$ cat src/rtl/line_pixel_stepper_assert.svh
// ---------------------------------------------------------------------------
// line_pixel_stepper assertion macros
// Shared helpers for the concurrent checks of the line stepper RTL.
// ---------------------------------------------------------------------------
`ifndef LINE_PIXEL_STEPPER_ASSERT_SVH
`define LINE_PIXEL_STEPPER_ASSERT_SVH

// same-cycle implication, checked on every rising edge out of reset
`define LPS_ASSERT_IMPL(label, ante, cons) \
    label: assert property (@(posedge clk) disable iff (!rst_n) (ante) |-> (cons)) \
        else $error("line_pixel_stepper check failed");

// next-cycle implication, checked on every rising edge out of reset
`define LPS_ASSERT_NEXT(label, ante, cons) \
    label: assert property (@(posedge clk) disable iff (!rst_n) (ante) |=> (cons)) \
        else $error("line_pixel_stepper check failed");

`endif

$ cat src/rtl/lps_pkg.sv
// ---------------------------------------------------------------------------
// lps_pkg
// Constants and codes shared by the line pixel stepper modules.
// ---------------------------------------------------------------------------
package lps_pkg;

    // coordinate width default
    localparam int COORD_BITS_DEF = 10;

    // screen size registers
    localparam int SCREEN_BITS = 11;
    localparam logic [SCREEN_BITS-1:0] SCREEN_WIDTH_RST  = 11'd480;
    localparam logic [SCREEN_BITS-1:0] SCREEN_HEIGHT_RST = 11'd272;

    // configuration register indexes
    localparam int CFG_INDEX_BITS = 1;
    localparam logic [CFG_INDEX_BITS-1:0] REG_SCREEN_WIDTH  = 1'b0;
    localparam logic [CFG_INDEX_BITS-1:0] REG_SCREEN_HEIGHT = 1'b1;

    // command codes carried in tuser
    localparam logic CMD_START = 1'b0;
    localparam logic CMD_STEP  = 1'b1;

    // line modes
    localparam logic [1:0] MODE_IDLE  = 2'd0;
    localparam logic [1:0] MODE_VERT  = 2'd1;
    localparam logic [1:0] MODE_HORZ  = 2'd2;
    localparam logic [1:0] MODE_SLOPE = 2'd3;

endpackage

$ cat src/rtl/lps_mul.sv
// ---------------------------------------------------------------------------
// lps_mul
// Bit-serial unsigned multiplier, multiplier bits taken MSB first.
// ---------------------------------------------------------------------------
module lps_mul #(
    parameter int COORD_BITS = lps_pkg::COORD_BITS_DEF
) (
    input  logic                      clk,
    input  logic                      rst_n,
    input  logic                      start,
    input  logic [COORD_BITS-1:0]     multiplicand,
    input  logic [COORD_BITS-1:0]     multiplier,
    output logic                      done,
    output logic [2*COORD_BITS-1:0]   product
);

    localparam int PROD_W = 2 * COORD_BITS;
    localparam int CNT_W  = $clog2(COORD_BITS + 1);

    logic [CNT_W-1:0]      cnt_reg;
    logic                  done_reg;
    logic [PROD_W-1:0]     acc_reg;
    logic [COORD_BITS-1:0] mplr_reg;
    logic [COORD_BITS-1:0] mcand_reg;
    logic [PROD_W-1:0]     acc_next;

    // Horner step: double and add the multiplicand on a one bit
    assign acc_next = {acc_reg[PROD_W-2:0], 1'b0}
                    + (mplr_reg[COORD_BITS-1] ? PROD_W'(mcand_reg) : PROD_W'(0));

    // bit counter and done pulse
    always_ff @(posedge clk or negedge rst_n)
    begin
        if (!rst_n)
        begin
            cnt_reg  <= '0;
            done_reg <= 1'b0;
        end
        else if (start)
        begin
            cnt_reg  <= CNT_W'(COORD_BITS);
            done_reg <= 1'b0;
        end
        else if (cnt_reg != '0)
        begin
            cnt_reg  <= cnt_reg - 1'b1;
            done_reg <= (cnt_reg == CNT_W'(1));
        end
        else
        begin
            done_reg <= 1'b0;
        end
    end

    // operand shift register and accumulator
    always_ff @(posedge clk)
    begin
        if (start)
        begin
            acc_reg   <= '0;
            mplr_reg  <= multiplier;
            mcand_reg <= multiplicand;
        end
        else if (cnt_reg != '0)
        begin
            acc_reg  <= acc_next;
            mplr_reg <= {mplr_reg[COORD_BITS-2:0], 1'b0};
        end
    end

    assign done    = done_reg;
    assign product = acc_reg;

endmodule

$ cat src/rtl/lps_div.sv
// ---------------------------------------------------------------------------
// lps_div
// Restoring bit-serial divider, one quotient bit per cycle.
// The caller guarantees the quotient fits in COORD_BITS bits.
// ---------------------------------------------------------------------------
module lps_div #(
    parameter int COORD_BITS = lps_pkg::COORD_BITS_DEF
) (
    input  logic                      clk,
    input  logic                      rst_n,
    input  logic                      start,
    input  logic [2*COORD_BITS-1:0]   dividend,
    input  logic [COORD_BITS-1:0]     divisor,
    output logic                      done,
    output logic [COORD_BITS-1:0]     quotient
);

    localparam int CNT_W = $clog2(COORD_BITS + 1);

    logic [CNT_W-1:0]      cnt_reg;
    logic                  done_reg;
    logic [COORD_BITS-1:0] rem_reg;
    logic [COORD_BITS-1:0] quo_reg;
    logic [COORD_BITS-1:0] dvs_reg;
    logic [COORD_BITS:0]   shifted;
    logic [COORD_BITS:0]   diff;
    logic                  fits;
    logic [COORD_BITS-1:0] rem_next;

    // trial subtract of the divisor from the shifted remainder
    assign shifted  = {rem_reg, quo_reg[COORD_BITS-1]};
    assign fits     = (shifted >= {1'b0, dvs_reg});
    assign diff     = shifted - {1'b0, dvs_reg};
    assign rem_next = fits ? diff[COORD_BITS-1:0] : shifted[COORD_BITS-1:0];

    // bit counter and done pulse
    always_ff @(posedge clk or negedge rst_n)
    begin
        if (!rst_n)
        begin
            cnt_reg  <= '0;
            done_reg <= 1'b0;
        end
        else if (start)
        begin
            cnt_reg  <= CNT_W'(COORD_BITS);
            done_reg <= 1'b0;
        end
        else if (cnt_reg != '0)
        begin
            cnt_reg  <= cnt_reg - 1'b1;
            done_reg <= (cnt_reg == CNT_W'(1));
        end
        else
        begin
            done_reg <= 1'b0;
        end
    end

    // low dividend bits shift out as quotient bits shift in
    always_ff @(posedge clk)
    begin
        if (start)
        begin
            rem_reg <= dividend[2*COORD_BITS-1:COORD_BITS];
            quo_reg <= dividend[COORD_BITS-1:0];
            dvs_reg <= divisor;
        end
        else if (cnt_reg != '0)
        begin
            rem_reg <= rem_next;
            quo_reg <= {quo_reg[COORD_BITS-2:0], fits};
        end
    end

    assign done     = done_reg;
    assign quotient = quo_reg;

endmodule

$ cat src/rtl/line_pixel_stepper.sv
// ---------------------------------------------------------------------------
// line_pixel_stepper
// Steps through the pixels of a straight line, one pixel per step item.
// ---------------------------------------------------------------------------
// Usage:
//   Input items on s_tvalid/s_tready/s_tdata/s_tuser; tuser picks a start item
//   (latches both endpoints, no result) or a step item (next pixel, or nothing
//   when no line is active). Results on m_tvalid/m_tready/m_tdata/m_tuser/m_tlast:
//   tlast marks the final pixel, tuser the in-bounds flag. Screen size is written
//   on cfg_valid/cfg_index/cfg_data while idle by the user; the block does not enforce it.
// Sequencing:
//   Sloped start: the serial multiplier forms the first row numerator.
//   Sloped step: the serial divider forms the row (one row bit per cycle), then
//   the pixel goes through the put state into the output register.
//   Vertical and horizontal steps go straight to the put state; others give no pixel.
//   One item is worked on at a time; s_tready is high only between items.
// Reset: no line active, screen 480 x 272, no result pending.
// Stall: a finished result waits in the output register; items are still taken
//   until a new pixel is ready, then that pixel and all input wait until it is free.
// ---------------------------------------------------------------------------
module line_pixel_stepper #(
    parameter int COORD_BITS = lps_pkg::COORD_BITS_DEF,
    localparam int IN_DATA_W  = ((4 * COORD_BITS + 7) / 8) * 8,
    localparam int OUT_DATA_W = ((2 * COORD_BITS + 1 + 7) / 8) * 8
) (
    input  logic                                 clk,
    input  logic                                 rst_n,
    // input items
    input  logic                                 s_tvalid,
    output logic                                 s_tready,
    input  logic [IN_DATA_W-1:0]                 s_tdata,  // start_x, start_y, end_x, end_y
    input  logic                                 s_tuser,  // cmd
    // result items
    output logic                                 m_tvalid,
    input  logic                                 m_tready,
    output logic [OUT_DATA_W-1:0]                m_tdata,  // pixel_x, pixel_y
    output logic                                 m_tuser,  // in_bounds
    output logic                                 m_tlast,  // last_pixel
    // configuration writes
    input  logic                                 cfg_valid,
    output logic                                 cfg_ready,
    input  logic [lps_pkg::CFG_INDEX_BITS-1:0]   cfg_index,
    input  logic [lps_pkg::SCREEN_BITS-1:0]      cfg_data
);

    import lps_pkg::*;

    `include "line_pixel_stepper_assert.svh"

    localparam int CB     = COORD_BITS;
    localparam int NUM_W  = 2 * COORD_BITS;
    localparam int CMP_W  = (CB + 1 > SCREEN_BITS) ? CB + 1 : SCREEN_BITS;

    localparam logic [1:0] ST_IDLE = 2'd0;
    localparam logic [1:0] ST_MUL  = 2'd1;
    localparam logic [1:0] ST_DIV  = 2'd2;
    localparam logic [1:0] ST_PUT  = 2'd3;

    logic [1:0]             state_reg;
    logic [1:0]             state_next;
    logic [1:0]             mode_reg;
    logic [CB-1:0]          cur_reg;
    logic [CB-1:0]          stop_reg;
    logic [CB-1:0]          fixed_reg;
    logic [CB-1:0]          span_reg;
    logic [CB:0]            dyl_reg;
    logic [NUM_W-1:0]       num_reg;
    logic [SCREEN_BITS-1:0] width_reg;
    logic [SCREEN_BITS-1:0] height_reg;

    logic                   m_valid_reg;
    logic [CB-1:0]          px_out_reg;
    logic [CB:0]            py_out_reg;
    logic                   inb_reg;
    logic                   last_reg;

    logic [CB-1:0]          x0;
    logic [CB-1:0]          y0;
    logic [CB-1:0]          x1;
    logic [CB-1:0]          y1;
    logic                   s_accept;
    logic                   is_start;
    logic                   is_sloped;
    logic                   x_lt;
    logic [CB-1:0]          span_in;
    logic [CB-1:0]          ymin_in;
    logic [CB:0]            dyl_in;
    logic                   mul_start;
    logic                   mul_done;
    logic [NUM_W-1:0]       mul_product;
    logic                   div_start;
    logic                   div_done;
    logic [CB-1:0]          div_quotient;
    logic                   out_free;
    logic                   put_fire;
    logic                   last_now;
    logic [CB-1:0]          col_now;
    logic [CB:0]            row_now;
    logic                   inb_now;

    // unpack the endpoint fields
    assign x0 = s_tdata[CB-1:0];
    assign y0 = s_tdata[2*CB-1:CB];
    assign x1 = s_tdata[3*CB-1:2*CB];
    assign y1 = s_tdata[4*CB-1:3*CB];

    assign s_tready  = (state_reg == ST_IDLE);
    assign s_accept  = s_tvalid && s_tready;
    assign is_start  = (s_tuser == CMD_START);
    assign is_sloped = (x0 != x1) && (y0 != y1);

    // sloped line seen from its left end: y = (yleft*span + dyl*t) / span
    assign x_lt    = (x0 < x1);
    assign span_in = x_lt ? (x1 - x0) : (x0 - x1);
    assign ymin_in = x_lt ? y0 : y1;
    assign dyl_in  = x_lt ? ({1'b0, y1} - {1'b0, y0}) : ({1'b0, y0} - {1'b0, y1});

    assign mul_start = s_accept && is_start && is_sloped;
    assign div_start = s_accept && !is_start && (mode_reg == MODE_SLOPE);

    // first numerator, left-end y times span
    lps_mul #(
        .COORD_BITS (COORD_BITS)
    ) u_mul (
        .clk          (clk),
        .rst_n        (rst_n),
        .start        (mul_start),
        .multiplicand (ymin_in),
        .multiplier   (span_in),
        .done         (mul_done),
        .product      (mul_product)
    );

    // row of the current column
    lps_div #(
        .COORD_BITS (COORD_BITS)
    ) u_div (
        .clk      (clk),
        .rst_n    (rst_n),
        .start    (div_start),
        .dividend (num_reg),
        .divisor  (span_reg),
        .done     (div_done),
        .quotient (div_quotient)
    );

    // pixel being emitted
    assign out_free = !m_valid_reg || m_tready;
    assign put_fire = (state_reg == ST_PUT) && out_free;
    assign last_now = (cur_reg == stop_reg);
    assign col_now  = (mode_reg == MODE_VERT) ? fixed_reg : cur_reg;

    always_comb
    begin
        case (mode_reg)
            MODE_VERT:  row_now = {1'b0, cur_reg};
            MODE_HORZ:  row_now = {1'b0, fixed_reg};
            default:    row_now = {1'b0, div_quotient};
        endcase
    end

    assign inb_now = (CMP_W'(col_now) < CMP_W'(width_reg))
                  && !row_now[CB]
                  && (CMP_W'(row_now[CB-1:0]) < CMP_W'(height_reg));

    // sequencer
    always_comb
    begin
        state_next = state_reg;
        case (state_reg)
            ST_IDLE:
            begin
                if (s_accept)
                begin
                    if (is_start)
                        state_next = is_sloped ? ST_MUL : ST_IDLE;
                    else if (mode_reg == MODE_SLOPE)
                        state_next = ST_DIV;
                    else if (mode_reg != MODE_IDLE)
                        state_next = ST_PUT;
                end
            end
            ST_MUL:
            begin
                if (mul_done)
                    state_next = ST_IDLE;
            end
            ST_DIV:
            begin
                if (div_done)
                    state_next = ST_PUT;
            end
            ST_PUT:
            begin
                if (out_free)
                    state_next = ST_IDLE;
            end
            default:
            begin
                state_next = ST_IDLE;
            end
        endcase
    end

    always_ff @(posedge clk or negedge rst_n)
    begin
        if (!rst_n)
            state_reg <= ST_IDLE;
        else
            state_reg <= state_next;
    end

    // line state
    always_ff @(posedge clk or negedge rst_n)
    begin
        if (!rst_n)
        begin
            mode_reg  <= MODE_IDLE;
            cur_reg   <= '0;
            stop_reg  <= '0;
            fixed_reg <= '0;
            span_reg  <= '0;
            dyl_reg   <= '0;
            num_reg   <= '0;
        end
        else if (s_accept && is_start)
        begin
            span_reg <= span_in;
            dyl_reg  <= dyl_in;
            if (x0 == x1)
            begin
                fixed_reg <= x0;
                cur_reg   <= y0;
                stop_reg  <= y1 - 1'b1;
                mode_reg  <= (y0 < y1) ? MODE_VERT : MODE_IDLE;
            end
            else if (y0 == y1)
            begin
                fixed_reg <= y0;
                cur_reg   <= x0;
                stop_reg  <= x1 - 1'b1;
                mode_reg  <= (x0 < x1) ? MODE_HORZ : MODE_IDLE;
            end
            else
            begin
                fixed_reg <= '0;
                cur_reg   <= x_lt ? x0 : x1;
                stop_reg  <= x_lt ? x1 : x0;
                mode_reg  <= MODE_SLOPE;
            end
        end
        else if ((state_reg == ST_MUL) && mul_done)
        begin
            num_reg <= mul_product;
        end
        else if (put_fire)
        begin
            if (last_now)
            begin
                mode_reg <= MODE_IDLE;
            end
            else
            begin
                cur_reg <= cur_reg + 1'b1;
                num_reg <= num_reg + {{(NUM_W-CB-1){dyl_reg[CB]}}, dyl_reg};
            end
        end
    end

    // screen size registers
    assign cfg_ready = 1'b1;

    always_ff @(posedge clk or negedge rst_n)
    begin
        if (!rst_n)
        begin
            width_reg  <= SCREEN_WIDTH_RST;
            height_reg <= SCREEN_HEIGHT_RST;
        end
        else if (cfg_valid && cfg_ready)
        begin
            case (cfg_index)
                REG_SCREEN_WIDTH:  width_reg  <= cfg_data;
                REG_SCREEN_HEIGHT: height_reg <= cfg_data;
                default:           ;
            endcase
        end
    end

    // output register
    always_ff @(posedge clk or negedge rst_n)
    begin
        if (!rst_n)
            m_valid_reg <= 1'b0;
        else if (put_fire)
            m_valid_reg <= 1'b1;
        else if (m_tready)
            m_valid_reg <= 1'b0;
    end

    always_ff @(posedge clk)
    begin
        if (put_fire)
        begin
            px_out_reg <= col_now;
            py_out_reg <= row_now;
            inb_reg    <= inb_now;
            last_reg   <= last_now;
        end
    end

    assign m_tvalid = m_valid_reg;
    assign m_tdata  = OUT_DATA_W'({py_out_reg, px_out_reg});
    assign m_tuser  = inb_reg;
    assign m_tlast  = last_reg;

    // checks
    `LPS_ASSERT_NEXT(a_put_loads_out, put_fire, m_valid_reg)
    `LPS_ASSERT_IMPL(a_div_only_sloped, state_reg == ST_DIV, mode_reg == MODE_SLOPE)
    `LPS_ASSERT_IMPL(a_cur_not_past_stop, mode_reg != MODE_IDLE, cur_reg <= stop_reg)
    `LPS_ASSERT_NEXT(a_last_goes_idle, put_fire && last_now, mode_reg == MODE_IDLE)

endmodule
$ cat config.mk
export PLATFORM = sky130hd
export DESIGN_NAME = line_pixel_stepper
export DESIGN_NICKNAME = d
export VERILOG_FILES = /design/src/rtl/lps_pkg.sv /design/src/rtl/lps_mul.sv /design/src/rtl/lps_div.sv /design/src/rtl/line_pixel_stepper.sv
export VERILOG_INCLUDE_DIRS = /design/src /design/src/rtl
export SDC_FILE = /design/constraint.sdc
export NUM_CORES = 1
export LEC_CHECK = 0
export BUFFER_PORTS_ARGS = -buffer_cell sky130_fd_sc_hd__buf_2
export CAP_MARGIN = 20
export CELL_PAD_IN_SITES_DETAIL_PLACEMENT = 1
export CELL_PAD_IN_SITES_GLOBAL_PLACEMENT = 1
export CORE_MARGIN = 5
export CORE_UTILIZATION = 50
export CTS_CLUSTER_SIZE = 16
export DETAILED_ROUTE_END_ITERATION = 16
export PLACE_DENSITY = 0.92
export SETUP_SLACK_MARGIN = 0.2
export SLEW_MARGIN = 0
export SYNTH_ARGS = -nofsm -noshare
export SYNTH_HDL_FRONTEND = slang
export SYNTH_SLANG_ARGS = --single-unit
$ cat constraint.sdc
create_clock -name clk -period 6.55 [get_ports clk]
set_input_delay 0.9825 -clock clk [delete_from_list [all_inputs] [get_ports clk]]
set_output_delay 0.9825 -clock clk [all_outputs]
set_load 0.05 [all_outputs]
* After elaboration in Yosys (flattened, before gate mapping)
Cells that the tools add are included.
W data, S select, Z words.
** Word-level totals
- Logic and storage cells :: 150
- Bits of input ports :: 58
- Register bits after elaboration :: 201
- Output and inout bits :: 29
** Cells by class
- Bitwise operators :: 3
- Reduce and logical (&&, ||, !) cells :: 29
- Multiplexer cells :: 55
- Add/subtract/negate cells :: 12
- Order comparisons :: 5
- Equality and inequality tests :: 21
** Operators with widths (count)
- $mux W10 :: 23
- $mux W20 :: 3
- $add A20 B20 Y20 :: 2
- $eq A10 B10 Y1 :: 3
- $sub A10 B10 Y10 :: 3
- $mux W2 :: 14
- $lt A10 B11 Y1 :: 2
- $sub A10 B10 Y11 :: 2
- $lt A10 B10 Y1 :: 2
- $ne A10 B10 Y1 :: 2
- $pmux W10 S2 :: 1
- $sub A10 B1 Y10 const B :: 2
- $mux W4 :: 4
- $reduce_bool A2 Y1 :: 7
- $ge A11 B10 Y1 :: 1
- $mux W11 :: 1
- $add A10 B1 Y10 const B :: 1
- $logic_and A1 B1 Y1 :: 10
- $ne A2 B1 Y1 const B :: 5
- $reduce_and A3 Y1 :: 3
- $eq A2 B2 Y1 const B :: 4
- $eq A4 B1 Y1 const B :: 2
- $mux W1 :: 8
- $pmux W2 S4 :: 1
- 12 further kinds :: 19

* Longest topological paths before layout
- Depth after elaboration :: 6
- Mapped depth :: 14
- Depth with buffers taken out :: 12

* Modules after synthesis
A second synthesis with hierarchy kept.
** Unflattened totals
- Cells, all modules :: 1470
- Area total of the unflattened synthesis :: 13593.0 µm²
** Modules (own cells, without submodules)
- line_pixel_stepper :: sequential area each 3120.5 µm², cells each 1060, area each 9210.1 µm², times used 1
- lps_mul :: sequential area each 1126.1 µm², cells each 237, area each 2398.6 µm², times used 1
- lps_div :: sequential area each 1026.0 µm², cells each 173, area each 1984.4 µm², times used 1

* Least setup slack after synthesis
OpenSTA, ideal clock, no wires.
- Path kind :: input to register
- Start point :: input port s_tdata[0]
- End point :: register u_mul.mcand_reg[0], data pin
- Data arrival time :: 2860 ps
- Data required time :: 6286 ps
- Stages :: 11
- Path buffers :: 2
- Slack :: 3426 ps
- Library setup time :: 264 ps
- Cell sequence :: inv_1 ha_1 fa_1 nor2b_4 o31ai_4 a21oi_2 nor2_1 buf_2 clkbuf_1 nand2_1 o21ai_0
** Between the ends
- Word-level cells in the longest chain between the ends :: 2
** RTL lines
- start, declared :: line line_pixel_stepper.sv:31 : input logic [IN_DATA_W-1:0] s_tdata,
- $lt A10 B10 Y1 :: line line_pixel_stepper.sv:113 : assign x_lt = (x0 < x1);
- $mux W10 :: line line_pixel_stepper.sv:115 : assign ymin_in = x_lt ? y0 : y1;
- named net u_mul.multiplicand[0] :: line lps_mul.sv:11 : input logic [COORD_BITS-1:0] multiplicand,
- end signal, assigned :: line lps_mul.sv:62 : mcand_reg <= multiplicand;
- end, declared :: line lps_mul.sv:24 : logic [COORD_BITS-1:0] mcand_reg;
The timed path passes the listed nets, and every way through them passes these cells.
A chain may end at the register's enable or synchronous reset.

* Worst setup path in the final report
- Start point :: input port s_tdata[6]
- End point :: register mode_reg[0]
** Between the ends
- Word-level cells in the longest chain between the ends :: 3
** RTL lines
- $eq A10 B10 Y1 :: line line_pixel_stepper.sv:230 : if (x0 == x1)
- $mux W2 :: line line_pixel_stepper.sv:230
- $mux W2 :: line line_pixel_stepper.sv:226 : else if (s_accept && is_start)
- end signal, assigned :: line line_pixel_stepper.sv:235 : mode_reg <= (y0 < y1) ? MODE_VERT : MODE_IDLE;
- end signal, assigned :: line line_pixel_stepper.sv:242 : mode_reg <= (x0 < x1) ? MODE_HORZ : MODE_IDLE;
- end, declared :: line line_pixel_stepper.sv:61 : logic [1:0] mode_reg;
Every way passes these cells.

==> flow_summary.json <==
{
  "cts_tree": "built",
  "fp.dieArea_sq_um": 30300,
  "drt-vias-per-instance": 6.57,
  "port_buffers": 81,
  "worstPathRequired_ns": 6.84,
  "ys_top_cells_by_count": "nand2_1, o21ai_0, ha_1, dfrtp_1",
  "numCtsBuffers": 17,
  "fin_crit_sh_pct": 66.3,
  "ctsResizeCount": 0,
  "area_delta_synth_final_pct": 9.03,
  "use_met1_pct": 38.7,
  "antenna_found_initial": 1,
  "powerDensity_nw_per_um2": 486,
  "drive_gt1_share_pct": 12.0,
  "peakVddDrop_mv": 0.220,
  "gr-total-overflow": 0,
  "p_leak_uw": 0.00655,
  "num_rows": 60,
  "status": "finished, final reports clean",
  "fin_nets": 1685,
  "ant_nets": 0,
  "fp.coreArea_sq_um": 26700,
  "ys_top_cells_by_area": "dfrtp_1, edfxtp_1, ha_1",
  "period_needed_ns": 4.34,
  "post_cts_buffers": 0,
  "finalSetupTns_ns": 0,
  "first_pass_iters": 7,
  "gr-usage-all-layers_pct": 31.3,
  "max_freq_mhz": 230,
  "grt_start_max_net_pins": 81,
  "postLayoutCellArea_sq_um": 14700,
  "ios": 87,
  "synth_area_sq_um": 13500,
  "grt_pass1_vias": 13093,
  "arrival_ns": 4.64,
  "grt_util_met2_pct": 53.0,
  "drc": 0,
  "cts.clk_slew.worst_paths_ns": 0.08,
  "reg2reg_depth": 12,
  "cts_max_level": 4,
  "cts_buffer_depth": 2,
  "worst_pin_slew_ns": 1.12,
  "cp-start-kind": "input pin",
  "setup_ws_ns": 2.21,
  "post_dp_cell_area_sq_um": 14100,
  "power.total_uw": 7140,
  "gp_congestion": 0.965,
  "cp_max_fo": 25,
  "cp-end-kind": "flip-flop",
  "use_met3_pct": 5.15,
  "fp.dieH_um": 174,
  "finClkSkew_ns": 0.00997,
  "yosysMostFrequentCell": "nand2_1",
  "finalHoldViolCount": 0,
  "pre_cts_slack_ns": 1.94,
  "vias": 12272,
  "path_class": "input pin to flip-flop",
  "grt_pass1_wl_um": 75500,
  "ys_ff_latch": 200,
  "start_util_pct": 50.4,
  "hold_path_class": "input pin to asynchronous set/reset pin",
  "ys_seq_area_share_pct": 39.1,
  "ys_warn_count": 0,
  "drtIter0Drc": 1213,
  "wl_um": 48600,
  "avgSynthCellArea_sq_um": 9.14,
  "finalSetupViolCount": 0,
  "max_slew_margin_pct": 24.6,
  "rsz0062_at_grt": "false",
  "maxCapViolations": 0,
  "hpwlAfterDp_um": 33900,
  "synth-edff-count": 72,
  "synth_top_cell_by_area": "dfrtp_1",
  "fp.dieW_um": 174,
  "wl_per_cell_um": 26.0,
  "synth_top_area_share_pct": 18.9,
  "synth-async-reset-ratio_pct": 54.0,
  "hold_buffers": 0,
  "cts_root_buf": "clkbuf_16",
  "clock-sinks": 200,
  "clock_latency_ns": 0.45,
  "synth_cell_types": 89,
  "syn_inst": 1474,
  "ys.flop_type": "dfrtp_1",
  "final_max_slew_viol_count": 0,
  "busiest_layer": "met2"
}
-- power breakdown --
| group | leakage (uW) | internal [uW] | switching (uW) |
|---|---|---|---|
| Combinational | 0.00407 | 1330 | 2310 |
| Clock | 0.000284 | 547 | 539 |
| Sequential | 0.00220 | 1900 | 510 |
| Total | 0.00655 | 3780 | 3360 |
-- worst max-delay path, cell delays in order --
cell and delay, ns:
buf_2 0.12, inv_1 0.06, ha_1 0.44, nand4_2 0.29, nor4_4 1.05, nor2_2 0.18, nand2_1 0.58, inv_2 0.45
a21oi_1 0.32, o41ai_1 0.15
-- logic make-up after synthesis --
| family | share of synthesized area [%] |
|---|---|
| buffers and inverters | 5.41 |
| adder cells (fa/ha/maj) | 10.9 |
| multiplexers | 4.17 |
| AO/OA/AOI/OAI | 20.7 |
| XOR/XNOR | 4.35 |
| flip-flops | 39.1 |
| AND/OR/NAND/NOR | 15.3 |
| other | 0.0557 |
-- per-stage QoR --
| step | utilization [%] | hold WS, ns | std cells |
|---|---|---|---|
| after floorplan | - | 0.425 | 1477 |
| after global placement | 52.6 | 0.434 | 1834 |
| after detailed placement | 52.6 | 0.440 | 1834 |
| after CTS | 54.8 | 0.464 | 1866 |
| after global routing | 55.0 | 0.469 | 1869 |
| final | 55.0 | 0.471 | 1869 |
-- layout make-up --
type / count / area [sq um]
Multi-Input combinational cell: 1101 / 7490
Clock inverter: 14 / 141
Timing Repair Buffer: 94 / 546
Sequential cell: 200 / 5270
Inverter: 100 / 375
Clock buffer: 18 / 439
Antenna cell: 1 / 2.50
Fill cell: 3103 / 12000
Tap cell: 341 / 427
-- worst paths after layout --
kind / endpoint / startpoint / slack (ns)
max: mode_reg[0]$_DFFE_PN0P_ / s_tdata[6] / 2.21
min: dyl_reg[6]$_DFFE_PN0P_ / rst_n / 0.47
max reg2reg: m_tuser$_DFFE_PP_ / mode_reg[1]$_DFFE_PN0P_ / 2.79
min reg2reg: u_div.dvs_reg[1]$_DFFE_PP_ / span_reg[1]$_DFFE_PN0P_ / 0.47
max in group asynchronous: height_reg[8]$_DFFE_PN1P_ / rst_n / 4.98
min in group clk: u_div.dvs_reg[1]$_DFFE_PP_ / span_reg[1]$_DFFE_PN0P_ / 0.47
-- per-layer routing --
metal  up-vias  share of wire (%)  wire length, um
met1      6132                 40            19200
li1       5373                  -                -
met5         -                  0                0
met4         0                5.5             2700
met2       584                 48            23600
met3       183                6.5             3150
-- cell usage in the layout (no fill, tap or decap), types with 13 or more instances in the layout --
master     Yosys  routed
a211oi_1      17      17
nand2_1      165     165
xor2_1        30      30
mux2i_1       28      28
o211ai_1      13      13
o21a_1        15      15
dfrtp_1      102     102
nor3_1        34      34
o21ai_0      130     130
a21o_1        24      24
and2_1        16      16
mux2_2        23      23
xnor2_1       37      37
buf_2         24      80
nand2b_1      13      13
dfxtp_1       20      20
nand3_1       32      32
a21oi_1       99      99
edfxtp_1      72      72
nor2_1        95      93
clkbuf_16      0      17
nor2b_1       13      13
a31oi_1       15      15
ha_1         106     106
inv_1         99      99
a22oi_1       31      31
Power figures use the tool's default switching activity.
